===== src/hw/rtl/vpvbw_pkg.sv =====
// shared types, constants and helpers for the volume bucket window block
`default_nettype none

package vpvbw_pkg;

    localparam int QTY_W     = 32;
    localparam int VOL_W     = QTY_W + 1;
    localparam int TOT_W     = VOL_W + 1;
    localparam int WIN_W     = 7;
    localparam int Q_W       = 17;
    localparam int DATA_W    = 32;
    localparam int ADDR_W    = 3;
    localparam int STEP_CNT_W = 5;

    localparam logic [Q_W-1:0]    Q_ONE            = 17'h10000;
    localparam logic [DATA_W-1:0] BKT_LIMIT_RST    = 32'd1000000;
    localparam logic [WIN_W-1:0]  WINDOW_RST       = 7'd50;

    typedef logic [0:0] reg_idx_t;
    localparam reg_idx_t REG_BKT_LIMIT      = 1'b0;
    localparam reg_idx_t REG_WINDOW_BUCKETS = 1'b1;

    typedef struct packed {
        logic [QTY_W-1:0] qty;
        logic             is_buy;
    } trade_t;

    typedef struct packed {
        logic [Q_W-1:0]   vpin_q16;
        logic             bucket_closed;
        logic [WIN_W-1:0] buckets_held;
    } result_t;

    typedef enum logic [2:0] {
        S_IDLE,
        S_CHECK,
        S_EVICT,
        S_SUB,
        S_ADD,
        S_DIV_GO,
        S_DIV_WAIT,
        S_DONE
    } state_t;

    function automatic logic [VOL_W-1:0] abs_diff(input logic [VOL_W-1:0] a,
                                                  input logic [VOL_W-1:0] b);
        abs_diff = (a >= b) ? (a - b) : (b - a);
    endfunction

endpackage

`default_nettype wire


===== src/hw/rtl/vpvbw_div.sv =====
// serial restoring divider giving floor(num * 65536 / den), num <= den
`default_nettype none

module vpvbw_div
    import vpvbw_pkg::*;
#(
    parameter int W = 40
)
(
    input  wire logic           clk,
    input  wire logic           rst_n,
    input  wire logic           start,
    input  wire logic [W-1:0]   num,
    input  wire logic [W-1:0]   den,
    output logic                done,
    output logic [Q_W-1:0]      quot
);

    logic [STEP_CNT_W-1:0] cnt_reg;
    logic [STEP_CNT_W-1:0] cnt_next;
    logic                  done_reg;
    logic [W:0]            rem_reg;
    logic [W:0]            rem_next;
    logic [Q_W-1:0]        quot_reg;
    logic [W:0]            trial;
    logic [W:0]            den_ext;
    logic                  ge;

    always_comb
    begin
        den_ext  = {1'b0, den};
        trial    = (cnt_reg == STEP_CNT_W'(Q_W)) ? rem_reg : {rem_reg[W-1:0], 1'b0};
        ge       = (trial >= den_ext);
        rem_next = ge ? (trial - den_ext) : trial;
        cnt_next = cnt_reg - 1'b1;
    end

    always_ff @(posedge clk or negedge rst_n)
    begin
        if (!rst_n)
        begin
            cnt_reg  <= '0;
            done_reg <= 1'b0;
        end
        else if (start)
        begin
            cnt_reg  <= STEP_CNT_W'(Q_W);
            done_reg <= 1'b0;
        end
        else if (cnt_reg != '0)
        begin
            cnt_reg  <= cnt_next;
            done_reg <= (cnt_next == '0);
        end
        else
        begin
            done_reg <= 1'b0;
        end
    end

    always_ff @(posedge clk)
    begin
        if (start)
        begin
            rem_reg  <= {1'b0, num};
            quot_reg <= '0;
        end
        else if (cnt_reg != '0)
        begin
            rem_reg  <= rem_next;
            quot_reg <= {quot_reg[Q_W-2:0], ge};
        end
    end

    assign done = done_reg;
    assign quot = (quot_reg > Q_ONE) ? Q_ONE : quot_reg;

endmodule

`default_nettype wire


===== config.mk =====
export PLATFORM = sky130hd
export DESIGN_NAME = vpvbw_div
export DESIGN_NICKNAME = d
export VERILOG_FILES = /design/src/hw/rtl/vpvbw_pkg.sv /design/src/hw/rtl/vpvbw_div.sv
export SDC_FILE = /design/constraint.sdc
export NUM_CORES = 1
export LEC_CHECK = 0
export BUFFER_PORTS_ARGS = -buffer_cell sky130_fd_sc_hd__buf_2
export CAP_MARGIN = 5
export CORE_UTILIZATION = 30
export CTS_BUF_LIST = sky130_fd_sc_hd__clkbuf_4 sky130_fd_sc_hd__clkbuf_8
export DETAILED_ROUTE_END_ITERATION = 7
export GPL_ROUTABILITY_DRIVEN = 0
export PLACE_DENSITY_LB_ADDON = 0.15
export SLEW_MARGIN = 20
export SYNTH_ARGS = -nofsm -noshare
export SYNTH_HDL_FRONTEND = slang
export SYNTH_SLANG_ARGS = --single-unit
export TNS_END_PERCENT = 5

===== constraint.sdc =====
create_clock -name clk -period 6.6 [get_ports clk]
set_input_delay 0.33 -clock clk [delete_from_list [all_inputs] [get_ports clk]]
set_output_delay 0.33 -clock clk [all_outputs]
set_load 0.005 [all_outputs]

# Yosys cells after proc, flatten, opt, wreduce, memory -nomap -nowiden
# Cells that the tools add are included.
[classes] reduce_logical=3 n_mul=0 eq_ne=1 addsub=2 div=0 shifts=0 n_bitwise=0 n_mux=9 order_cmp=2
[ops] op="$mux 41" n=2
[ops] op="$mux 40" n=2
[ops] op="$ge 41x40->1" n=1
[ops] op="$sub 41x40->41" n=1
[ops] op="$gt 17x17->1 const B" n=1
[ops] op="$mux 17" n=1
[ops] op="$mux 5" n=2
[ops] op="$eq 5x5->1 const B" n=1
[ops] op="$logic_not 5->1" n=1
[ops] op="$reduce_bool 5->1" n=1
[ops] op="$sub 5x1->5 const B" n=1
[ops] op="$mux 1" n=2
[ops] op="$reduce_bool 2->1" n=1
[word_totals] latch_bits=0 word_cells=22 ff_bits=64 inputBits=83 mem_bits_ro=0 output_inout_bits=18 n_memories=0 ram_bits=0

# Depth between registers and ports, before layout
# Gate-level depths: netlist (run 1).
[depth] depth_word=6 ltp_mapped=20 mapped_depth_nobuf=15

# Worst setup path before layout (run 1)
# Ideal clock, no wire load.
[synth_path] path_kind="reg-to-reg" startpoint="register cnt_reg[1]" endpoint="register rem_reg[20] (data pin)" synth_period_minus_slack_ns=4.369 setup_time_ns=0.260 slack_ns=2.231 n_path_buf=3 t_arrival_ns=4.109 required_ns=6.340 stages_incl_launch_ff=18 path_cell_list="dfrtp_1 -> inv_1 -> ha_1 -> and3_4 -> buf_6 -> clkbuf_1 -> clkbuf_1 -> mux2_2 -> ha_1 -> o21a_1 -> o31a_1 -> o311a_1 -> or3b_4 -> a21bo_2 -> a21oi_2 -> xor2_1 -> o21ai_0 -> mux2_2"
[synth_via] elab_chain_cells=6 elab_cells_between_ends=7 cone_classes="add/sub (1); order compare (1); eq/ne (1); mux (4)"
[synth_lines] element="from (decl)" line="vpvbw_div.sv:19" source="logic [STEP_CNT_W-1:0] cnt_reg;"
[synth_lines] element="from (signal assigned)" line="vpvbw_div.sv:47" source="cnt_reg <= STEP_CNT_W'(Q_W);"
[synth_lines] element="from (signal assigned)" line="vpvbw_div.sv:52" source="cnt_reg <= cnt_next;"
[synth_lines] element="$eq 5x5->1 *" line="vpvbw_div.sv:32" source="trial = (cnt_reg == STEP_CNT_W'(Q_W)) ? rem_reg : {rem_reg[W-1:0], 1'b0};"
[synth_lines] element="$mux 41 *" line="vpvbw_div.sv:32"
[synth_lines] element="$sub 41x40->41 or $ge 41x40->1 (tied branches)" line="vpvbw_div.sv:34, vpvbw_div.sv:33"
[synth_lines] element="$mux 41 *" line="vpvbw_div.sv:34" source="rem_next = ge ? (trial - den_ext) : trial;"
[synth_lines] element="$mux 40 *" line="vpvbw_div.sv:68" source="else if (cnt_reg != '0)"
[synth_lines] element="$mux 40 *" line="vpvbw_div.sv:63" source="if (start)"
[synth_lines] element="to (signal assigned)" line="vpvbw_div.sv:65" source="rem_reg <= {1'b0, num};"
[synth_lines] element="to (signal assigned)" line="vpvbw_div.sv:70" source="rem_reg <= rem_next;"
[synth_lines] element="to (decl)" line="vpvbw_div.sv:22" source="logic [W:0] rem_reg;"
# Every way passes the cells marked *; elsewhere a longest branch is shown, timed or not. The select of a mux whose other input is x is not followed.
# A chain may end at the register's enable or synchronous reset.

# Final worst setup path (run 1)
[layout_path] startpoint="register cnt_reg[1]" endpoint="register rem_reg[10] (data pin)"
# The elaborated chain is that of the path after synthesis.

==> results.ini, run 1 <==
[die]
starting_utilization_of_the_core_area_pct=30.8
core_area_mm2=0.0203
chipHeight_um=146
placement_rows=52
floorplan.die_area_mm2=0.0214
dieWidth_um=146
boundaryPins=101

[sta]
final_max_slew_viols=0
min_period_ns=5.00
relSlewSlack_pct=38.9
setup_viol=0
finClkSkew_ns=0.0121
report.final.hold_viol_count=0
maxClockFrequency_mhz=200
post-route-period-util_pct=75.7
pin_slew_with_the_least_headroom_to_its_limit_ns=0.914
fin_tns_setup_ns=0
finalHoldWorstSlack_ns=0.233
final_setup_slack_of_the_worst_path_ns=1.60
grt_setup_unrepaired=no

[finish]
finalCoreUtilization_pct=35.4
final-instance-count-excl-fill=1111
layout-drive-gt1-share_pct=22.5
seqCellArea_mm2=0.00171
multiInputGateArea_mm2=0.00413
syn_to_final_growth_pct=15.1
largest_register_ffs=41
filler_cell_count=2201
finalNetCount=963
diodes=0

[synth]
synth.area.mux_share_pct=13.2
flip_flop_and_latch_count_after_synthesis=64
synth_cells=759
synth.cell_area_mm2=0.00624
yosysSeqAreaShare_pct=27.4
async_flop_share_pct=9.38
avgSynthCellArea_um2=8.23
yosys.area_share.simple_pct=18.3
ys_types=64
post-synth-top-area-cell=sky130_fd_sc_hd__edfxtp_1
dominantRegCellSynth=sky130_fd_sc_hd__edfxtp_1
synth_fp_nets=886
synth_xor_area_share_pct=4.77
synth-edff-count=40
synthesized_area_fraction_occupied_by_adder_cells_pct=8.94
synth_top_cell_area_share_pct=19.2
combinational_family_with_the_most_area_after_synthesis=compound AO/OA/AOI/OAI gates
synthesis.yosys.warnings=0
synth.area.top_cells=sky130_fd_sc_hd__edfxtp_1 19%, sky130_fd_sc_hd__mux2_2 9.2%, sky130_fd_sc_hd__ha_1 8.6%
synth-compound-area-share_pct=20.7

[global_routing]
vias_in_the_first_global_route=5667
grt_antenna_before_repair=0
first_pass_grt_wire_length_mm=29.0
grt_max_degree=45
grt-ovfl-total=0
grt_overall_usage_pct=17.0

[placement]
port-buffer-count=100
detailedPlacementHpwl_mm=13.5
cells_after_dpl=1094
dp_worst_slack_ns=1.61

[worst_hold_path]
whs_path_depth=3
min_to=rem_reg[1]$_DFFE_PP_
hold_path.class=in2reg
hold_path.startpoint=num[1]

[clocking]
cts_root_buffer=sky130_fd_sc_hd__clkbuf_8
cts_sinks=64
cts_htree_levels=3
tritoncts.num_buffers=9
cts_tree=built
clock_tree.buffer_depth=2
worstSkewPairLatency_ns=0.37
clkSlewWorstSetupHoldPaths_ns=0.09
postCtsSetupBuffers=0

[route]
post_drt_via_cell_ratio=5.01
drt-total-wl_mm=17.6
drt_first_pass_iters=7
drtAntennaViolNets=0
drt-initial-drc-count=242
drc=0
routedWlPerCell_um=15.8
dr_total_vias=5564

[critical_path]
worst-path-max-fanout=42
r2r-end=rem_reg[10]$_DFFE_PP_
worstSetupStartpointType=flip-flop
setup.worst_path.class=reg2reg
required_ns=6.72
ff2ff_path_depth=14
crit_path_start=cnt_reg[1]$_DFFE_PN0P_
rrSetupSlack_ns=1.60
crit_path_end_kind=flip-flop
critPathArrivalTime_ns=5.12
timing.rr.start=cnt_reg[1]$_DFFE_PN0P_

[power_and_ir_drop]
max-vdd-ir-drop_mv=0.164
cellLeakagePower_nw=3.23
power_per_cell_area_mw_per_mm2=609

[status]
status=finished, final reports clean

[flow_run]
maxCapViolCount=0

## final cells by class
type | count | area share (%)
Clock buffer | 9 | 1.72
Clock inverter | 7 | 1.37
Inverter | 63 | 3.29
Multi-Input combinational cell | 592 | 57.5
Sequential cell | 64 | 23.8
Tap cell | 270 | 4.70
Timing Repair Buffer | 106 | 7.66
## cells in the final DEF (no fill, tap or decap), types with 8 or more instances in the layout
master	instances
sky130_fd_sc_hd__nor2b_1	27
sky130_fd_sc_hd__a211oi_1	8
sky130_fd_sc_hd__clkbuf_8	9
sky130_fd_sc_hd__nand2_1	99
sky130_fd_sc_hd__buf_2	99
sky130_fd_sc_hd__xnor2_1	21
sky130_fd_sc_hd__nor4_1	8
sky130_fd_sc_hd__inv_1	63
sky130_fd_sc_hd__mux2_2	51
sky130_fd_sc_hd__nand2b_1	12
sky130_fd_sc_hd__a21oi_1	65
sky130_fd_sc_hd__a21o_1	20
sky130_fd_sc_hd__nand4_1	11
sky130_fd_sc_hd__edfxtp_1	40
sky130_fd_sc_hd__dfxtp_1	18
sky130_fd_sc_hd__nand3_1	11
sky130_fd_sc_hd__o21ai_0	58
sky130_fd_sc_hd__nor2_1	30
sky130_fd_sc_hd__xor2_1	13
sky130_fd_sc_hd__ha_1	43
sky130_fd_sc_hd__mux2i_1	23
## how the worst max path moves through the flow
stage | endpoint | slack (ns) | depth (start not counted)
final | rem_reg[10]$_DFFE_PP_ | 1.60 | 14
after floorplan | rem_reg[20]$_DFFE_PP_ | 2.23 | 17
after detailed placement | rem_reg[10]$_DFFE_PP_ | 1.61 | 14
after CTS | rem_reg[10]$_DFFE_PP_ | 1.59 | 14
after global placement | rem_reg[10]$_DFFE_PP_ | 1.68 | 14
after global routing | rem_reg[37]$_DFFE_PP_ | 1.15 | 15
## Yosys cell counts (6+ instances only)
| master | count |
|---|---|
| sky130_fd_sc_hd__a211oi_1 | 8 |
| sky130_fd_sc_hd__a21o_1 | 20 |
| sky130_fd_sc_hd__a21oi_1 | 65 |
| sky130_fd_sc_hd__and3_1 | 6 |
| sky130_fd_sc_hd__clkbuf_1 | 31 |
| sky130_fd_sc_hd__dfrtp_1 | 6 |
| sky130_fd_sc_hd__dfxtp_1 | 18 |
| sky130_fd_sc_hd__edfxtp_1 | 40 |
| sky130_fd_sc_hd__ha_1 | 43 |
| sky130_fd_sc_hd__inv_1 | 63 |
| sky130_fd_sc_hd__mux2_2 | 51 |
| sky130_fd_sc_hd__mux2i_1 | 23 |
| sky130_fd_sc_hd__nand2_1 | 99 |
| sky130_fd_sc_hd__nand2b_1 | 13 |
| sky130_fd_sc_hd__nand3_1 | 11 |
| sky130_fd_sc_hd__nand4_1 | 11 |
| sky130_fd_sc_hd__nor2_1 | 30 |
| sky130_fd_sc_hd__nor2b_1 | 27 |
| sky130_fd_sc_hd__nor3_1 | 6 |
| sky130_fd_sc_hd__nor4_1 | 8 |
| sky130_fd_sc_hd__o211ai_1 | 7 |
| sky130_fd_sc_hd__o21ai_0 | 58 |
| sky130_fd_sc_hd__xnor2_1 | 21 |
| sky130_fd_sc_hd__xor2_1 | 13 |
## critical path, stage by stage, from the launching register on
cell,delay (ns)
sky130_fd_sc_hd__dfrtp_1,0.40
sky130_fd_sc_hd__inv_1,0.10
sky130_fd_sc_hd__ha_1,0.17
sky130_fd_sc_hd__and3_4,0.59
sky130_fd_sc_hd__mux2_2,0.42
sky130_fd_sc_hd__ha_1,0.39
sky130_fd_sc_hd__a21oi_1,0.14
sky130_fd_sc_hd__nor2b_1,0.16
sky130_fd_sc_hd__a211oi_1,0.38
sky130_fd_sc_hd__o21ai_1,0.13
sky130_fd_sc_hd__nand3_1,0.21
sky130_fd_sc_hd__a41o_1,0.72
sky130_fd_sc_hd__buf_4,0.43
sky130_fd_sc_hd__o21ai_0,0.24
sky130_fd_sc_hd__a21o_1,0.24
## cell families after synthesis
family                   count (synthesis)
buffers and inverters                  103
multiplexers                            75
AO/OA/AOI/OAI                          206
XOR/XNOR                                34
flip-flops                              64
AND/OR/NAND/NOR                        233
adder cells (fa/ha/maj)                 44
## repair_timing
action	in CTS	in global routing
hold buffers	1	0
resized for setup	0	0
hold endpoints to repair	6	0
## through the flow
| stage | area (µm²) | power [mW] |
|---|---|---|
| floorplan | 6240 | 3.28 |
| global placement | 6950 | 3.99 |
| detailed placement | 6950 | 3.98 |
| CTS | 7190 | 4.41 |
| global route | 7190 | 4.84 |
| finish | 7190 | 4.38 |
## power by group
part	switching [mW]	internal, mW	leakage, nW
clock network	0.193	0.217	0.115
registers	0.0919	0.652	0.644
logic	1.83	1.39	2.47
total	2.12	2.26	3.23
## layer usage
metal	vias to the layer above	share of wire, %	track usage [%]
li1	2862	-	-
met1	2601	50	22.7
met2	96	46	28.4
met3	5	3.5	2.91
met4	0	0.55	3.91
met5	-	0	0
Note: power is estimated with default switching activity, not from simulation.
==> run 2, diff against run 1 <==
==> constraint.sdc (replaced) <==
create_clock -name clk -period 4.5 [get_ports clk]
set_input_delay 0.225 -clock clk [delete_from_list [all_inputs] [get_ports clk]]
set_output_delay 0.225 -clock clk [all_outputs]
set_load 0.005 [all_outputs]
==> results.ini, run 2 (synthesis results as in run 1) <==
[sta]
setup_viol=0
min_period_ns=4.17
grt_setup_unrepaired=no
final_max_slew_viols=0
post-route-period-util_pct=92.6
pin_slew_with_the_least_headroom_to_its_limit_ns=0.952
maxClockFrequency_mhz=240
report.final.hold_viol_count=0
relSlewSlack_pct=36.3
finClkSkew_ns=0.0102
fin_tns_setup_ns=0

[route]
post_drt_via_cell_ratio=5.03
drtAntennaViolNets=0
drt-total-wl_mm=18.2
drt_first_pass_iters=5
drc=0
routedWlPerCell_um=16.1
drt-initial-drc-count=330
dr_total_vias=5691

[clocking]
clkSlewWorstSetupHoldPaths_ns=0.08
cts_resized=0
tritoncts.num_buffers=9
cts_tree=built
cts_sinks=64
cts_htree_levels=3
cts_root_buffer=sky130_fd_sc_hd__clkbuf_8
worstSkewPairLatency_ns=0.37
clock_tree.buffer_depth=2

[finish]
finish.instance_area_mm2=0.00739
final-instance-count-excl-fill=1131
multiInputGateArea_mm2=0.00413
largest_register_ffs=41
layout-drive-gt1-share_pct=24.3
syn_to_final_growth_pct=18.3
diodes=0
seqCellArea_mm2=0.00171
filler_cell_count=2175
finalNetCount=983
layout.cells.most_common_list=99 x sky130_fd_sc_hd__nand2_1, 99 x sky130_fd_sc_hd__buf_2, 65 x sky130_fd_sc_hd__a21oi_1

[critical_path]
cpMaxStageDelayCell=sky130_fd_sc_hd__dfrtp_1
worstSetupStartpointType=flip-flop
crit_path_end_kind=flip-flop
required_ns=4.63
timing.critical_path.max_delay_family=compound AO/OA/AOI/OAI gates
critPathArrivalTime_ns=4.29
worst-path-max-fanout=13
setup.worst_path.class=reg2reg
cp_cell_sequence=inv_1, ha_1, and3_4, buf_12, mux2_2, ha_1, a21o_1, a21oi_1, nor2b_1, o31ai_1, nand3_1, a41oi_2, buf_4, o21ai_0, mux2_2
critPathMaxStageDelay_ns=0.40
critical_path.n_buffers_inverters=3

[global_routing]
grt-ovfl-total=0
grt_overall_usage_pct=17.5
first_pass_grt_wire_length_mm=29.8
grt_max_degree=58
grt_antenna_before_repair=0
vias_in_the_first_global_route=5789

[power_and_ir_drop]
total_power_mw=6.73
max-vdd-ir-drop_mv=0.299
power_per_cell_area_mw_per_mm2=911
cellLeakagePower_nw=3.34

[die]
dieWidth_um=146
starting_utilization_of_the_core_area_pct=30.8
placement_rows=52
floorplan.die_area_mm2=0.0214
core_area_mm2=0.0203
chipHeight_um=146
boundaryPins=101

[status]
status=finished, final reports clean

[placement]
port-buffer-count=100
cells_after_dpl=1110
placement_cell_area_mm2=0.00711
detailedPlacementHpwl_mm=13.9

[flow_run]
maxCapViolCount=0

[worst_hold_path]
hold_path.class=in2reg

-- run 2: cell count changes in the layout (fill, tap and decap cells not counted), sizes merged --
cell and delta:
buf +20, clkbuf +2, clkinv +1, inv -3
-- run 2: final timing paths --
kind / endpoint / slack, ns / cells after the start / from
min in group asynchronous: done$_DFF_PN0_ / 0.20 / 2 / rst_n
max in group asynchronous: cnt_reg[4]$_DFFE_PN0P_ / 4.15 / 2 / rst_n
max reg2reg: rem_reg[14]$_DFFE_PP_ / 0.33 / 15 / cnt_reg[1]$_DFFE_PN0P_
max: rem_reg[14]$_DFFE_PP_ / 0.33 / 15 / cnt_reg[1]$_DFFE_PN0P_
min: rem_reg[1]$_DFFE_PP_ / 0.14 / 3 / num[1]
min reg2reg: quot_reg[15]$_SDFFE_PP0P_ / 0.48 / 2 / quot_reg[15]$_SDFFE_PP0P_
-- run 2: per-stage QoR --
step                util [%]  setup WS [ns]  hold slack, ns
finish                  36.4          0.334           0.137
global route            36.4         0.0501           0.124
CTS                     36.2          0.245           0.122
detailed placement      35.0          0.272          0.0556
global placement        35.0          0.265          0.0585
floorplan                  -          0.131         -0.0706
-- run 2: worst register-to-register path, cell delays in order, from the launching register on --
cell,delay [ns]
sky130_fd_sc_hd__dfrtp_1,0.40
sky130_fd_sc_hd__inv_1,0.10
sky130_fd_sc_hd__ha_1,0.16
sky130_fd_sc_hd__and3_4,0.28
sky130_fd_sc_hd__buf_12,0.17
sky130_fd_sc_hd__mux2_2,0.36
sky130_fd_sc_hd__ha_1,0.37
sky130_fd_sc_hd__a21o_1,0.23
sky130_fd_sc_hd__a21oi_1,0.16
sky130_fd_sc_hd__nor2b_1,0.08
sky130_fd_sc_hd__o31ai_1,0.33
sky130_fd_sc_hd__nand3_1,0.25
sky130_fd_sc_hd__a41oi_2,0.35
sky130_fd_sc_hd__buf_4,0.26
sky130_fd_sc_hd__o21ai_0,0.14
sky130_fd_sc_hd__mux2_2,0.27
-- run 2: area by class of cell --
type / count / share of cell area [%]
Timing Repair Buffer: 126 / 10.2
Multi-Input combinational cell: 592 / 55.9
Clock inverter: 5 / 1.08
Sequential cell: 64 / 23.2
Tap cell: 270 / 4.57
Inverter: 63 / 3.20
Clock buffer: 11 / 1.96
-- run 2: report_power, final --
group          internal [mW]  switching [mW]
clock                  0.334           0.261
combinational           2.25            2.80
sequential             0.956           0.135
-- run 2: timing repair --
action,in CTS,in global routing
setup buffers,0,4
hold endpoints to repair,6,0
hold buffers,1,0
setup endpoints to repair,0,5
-- run 2: routing by layer --
metal	global-route usage [%]	share of wire, %	routed length [µm]	vias up
met5	0	0	0	-
met4	5.63	2.1	374	0
met3	2.72	3.1	566	20
met2	28.2	45	8140	119
met1	23.8	50	9110	2641
li1	-	-	-	2911
==> run 3, diff against run 2 <==
--- a/config.mk
+++ b/config.mk
@@ -6,11 +6,13 @@
 export NUM_CORES = 1
 export LEC_CHECK = 0
 export BUFFER_PORTS_ARGS = -buffer_cell sky130_fd_sc_hd__buf_2
-export CAP_MARGIN = 5
+export CELL_PAD_IN_SITES_DETAIL_PLACEMENT = 1
+export CELL_PAD_IN_SITES_GLOBAL_PLACEMENT = 2
 export CORE_UTILIZATION = 30
 export CTS_BUF_LIST = sky130_fd_sc_hd__clkbuf_4 sky130_fd_sc_hd__clkbuf_8
 export DETAILED_ROUTE_END_ITERATION = 7
 export GPL_ROUTABILITY_DRIVEN = 0
+export GPL_TIMING_DRIVEN = 0
 export PLACE_DENSITY_LB_ADDON = 0.15
 export SLEW_MARGIN = 20
 export SYNTH_ARGS = -nofsm -noshare
==> results.ini, run 3 (synthesis results as in run 1) <==
[die]
placement_rows=52
chipHeight_um=146
boundaryPins=101
core_area_mm2=0.0203
starting_utilization_of_the_core_area_pct=30.8
floorplan.die_area_mm2=0.0214
dieWidth_um=146

[clocking]
cts_tree=built
clock_tree.buffer_depth=2
cts_sinks=64
tritoncts.num_buffers=9
cts_htree_levels=3
worstSkewPairLatency_ns=0.38
clkSlewWorstSetupHoldPaths_ns=0.09
cts_root_buffer=sky130_fd_sc_hd__clkbuf_8

[critical_path]
critPathArrivalTime_ns=4.41
worst-path-max-fanout=10
timing.rr.start=cnt_reg[1]$_DFFE_PN0P_
rrSetupSlack_ns=0.23
crit_path_end_kind=flip-flop
setup.worst_path.class=reg2reg
worstSetupStartpointType=flip-flop
r2r-end=rem_reg[30]$_DFFE_PP_
required_ns=4.63
ff2ff_path_depth=16

[global_routing]
vias_in_the_first_global_route=6424
grt_max_degree=41
grt-ovfl-total=0
grt_overall_usage_pct=21.5
first_pass_grt_wire_length_mm=35.4
grt_antenna_before_repair=0

[power_and_ir_drop]
pwr-share-seq_pct=15.3
power.switching_fraction_pct=50.0
net-switching-power_mw=3.58
share_comb_of_total_power_pct=76.1
max-vdd-ir-drop_mv=0.354
clock_power_share_pct=8.6
cellLeakagePower_nw=3.35
power_per_cell_area_mw_per_mm2=950
internal_power_mw=3.59

[finish]
layout.cells.most_common_list=100 x sky130_fd_sc_hd__buf_2, 98 x sky130_fd_sc_hd__nand2_1, 62 x sky130_fd_sc_hd__inv_1
finish.instance_area_mm2=0.00755
most_common_library_cell_in_the_layout_ignoring_fill_and_taps=sky130_fd_sc_hd__buf_2
largest_register_ffs=41
syn_to_final_growth_pct=20.9
diodes=0
finalNetCount=996
layout-drive-gt1-share_pct=26.0

[route]
routedWlPerCell_um=19.7
drt-initial-drc-count=271
dr_total_vias=5896
drtAntennaViolNets=0
post_drt_via_cell_ratio=5.15
drt-total-wl_mm=22.5
drt_first_pass_iters=4
drc=0

[sta]
min_period_ns=4.27
final_setup_slack_of_the_worst_path_ns=0.227
maxClockFrequency_mhz=234
pin_slew_with_the_least_headroom_to_its_limit_ns=1.13
grt_setup_unrepaired=no
setup_viol=0
post-route-period-util_pct=94.9
report.final.hold_viol_count=0
final_max_slew_viols=0
relSlewSlack_pct=24.8
finClkSkew_ns=0.0128

[placement]
port-buffer-count=100
dp_worst_slack_ns=-1.63
placement_cell_area_mm2=0.00709
detailedPlacementHpwl_mm=17.3

[worst_hold_path]
hold_path.class=in2reg
hold_path.startpoint=num[34]
min_to=rem_reg[34]$_DFFE_PP_
whs_path_depth=3

[flow_run]
maxCapViolCount=0

[status]
status=finished, final reports clean

[run 3: cell count changes in the layout (fill, tap and decap cells not counted), moves of 3 or more]
cell                       before  now
sky130_fd_sc_hd__clkbuf_1       0   16
sky130_fd_sc_hd__buf_4         22   11
sky130_fd_sc_hd__ha_1          43   36
sky130_fd_sc_hd__ha_2           0    6
sky130_fd_sc_hd__a21oi_1       65   60
sky130_fd_sc_hd__a21oi_2        1    6
sky130_fd_sc_hd__o21ai_0       58   53
sky130_fd_sc_hd__buf_6          0    4
sky130_fd_sc_hd__o21ai_1        2    6
sky130_fd_sc_hd__buf_12         4    1
[run 3: metal layers]
metal | GRT usage, % | vias to the layer above | routed length, µm
met4 | 5.36 | 0 | 304
met2 | 35.6 | 104 | 10500
met1 | 29.0 | 2855 | 10900
li1 | - | 2919 | -
met3 | 3.47 | 18 | 863
met5 | 0 | - | 0
[run 3: worst max-delay path by stage]
stage / start / end / slack (ns) / cells after the start
final: cnt_reg[1]$_DFFE_PN0P_ / rem_reg[30]$_DFFE_PP_ / 0.23 / 16
after floorplan: cnt_reg[1]$_DFFE_PN0P_ / rem_reg[20]$_DFFE_PP_ / 0.13 / 17
after CTS: cnt_reg[1]$_DFFE_PN0P_ / rem_reg[36]$_DFFE_PP_ / 0.002 / 16
after detailed placement: cnt_reg[1]$_DFFE_PN0P_ / rem_reg[37]$_DFFE_PP_ / -1.63 / 18
after global routing: cnt_reg[1]$_DFFE_PN0P_ / rem_reg[20]$_DFFE_PP_ / 0.08 / 16
after global placement: cnt_reg[1]$_DFFE_PN0P_ / rem_reg[37]$_DFFE_PP_ / -1.57 / 17
[run 3: repair_timing]
item,4_1_cts,5_1_grt
hold buffers,1,0
pin swaps,3,7
setup endpoints to repair,42,41
setup buffers,4,5
gates resized for setup,34,21
hold endpoints to repair,6,0
[run 3: cell type report]
type                    instances  area [µm²]
fillers                      2483       12700
multi-input cells             592        4240
flip-flops and latches         64        1710
repair buffers                110         578
well taps                     270         338
inverters                      63         236
plain buffers                  29         216
clock buffers                   9         124
clock inverters                 7         104
[run 3: worst max-delay path: stages, from the launching register on]
cell,delay (ns)
sky130_fd_sc_hd__dfrtp_1,0.41
sky130_fd_sc_hd__inv_2,0.08
sky130_fd_sc_hd__ha_2,0.18
sky130_fd_sc_hd__and3_4,0.22
sky130_fd_sc_hd__clkbuf_16,0.16
sky130_fd_sc_hd__buf_12,0.15
sky130_fd_sc_hd__mux2_2,0.38
sky130_fd_sc_hd__ha_4,0.24
sky130_fd_sc_hd__nor2b_1,0.15
sky130_fd_sc_hd__o31a_1,0.28
sky130_fd_sc_hd__o311a_1,0.37
sky130_fd_sc_hd__or3b_4,0.45
sky130_fd_sc_hd__a41oi_4,0.29
sky130_fd_sc_hd__o31ai_1,0.12
sky130_fd_sc_hd__xnor2_1,0.16
sky130_fd_sc_hd__o21ai_0,0.11
sky130_fd_sc_hd__mux2_2,0.27
[run 3: power by group through the flow]
stage	clock (mW)	combinational [mW]	sequential [mW]
floorplan	0	3.77	1.04
global placement	0	5.05	1.10
detailed placement	0	5.11	1.11
CTS	0.636	5.36	1.09
global route	0.653	6.01	1.13
finish	0.617	5.46	1.10
[run 3: per-stage QoR]
step / util (%) / setup TNS [ns] / hold WS [ns] / cells / total power [mW]
final: 37.2 / 0 / 0.125 / 1144 / 7.17
after global routing: 37.2 / 0 / 0.129 / 1144 / 7.79
after global placement: 34.9 / -56.03 / 0.0525 / 1129 / 6.15
after CTS: 36.9 / 0 / 0.112 / 1149 / 7.09
after detailed placement: 34.9 / -57.47 / 0.0580 / 1129 / 6.22
after floorplan: - / 0 / -0.0706 / 759 / 4.81
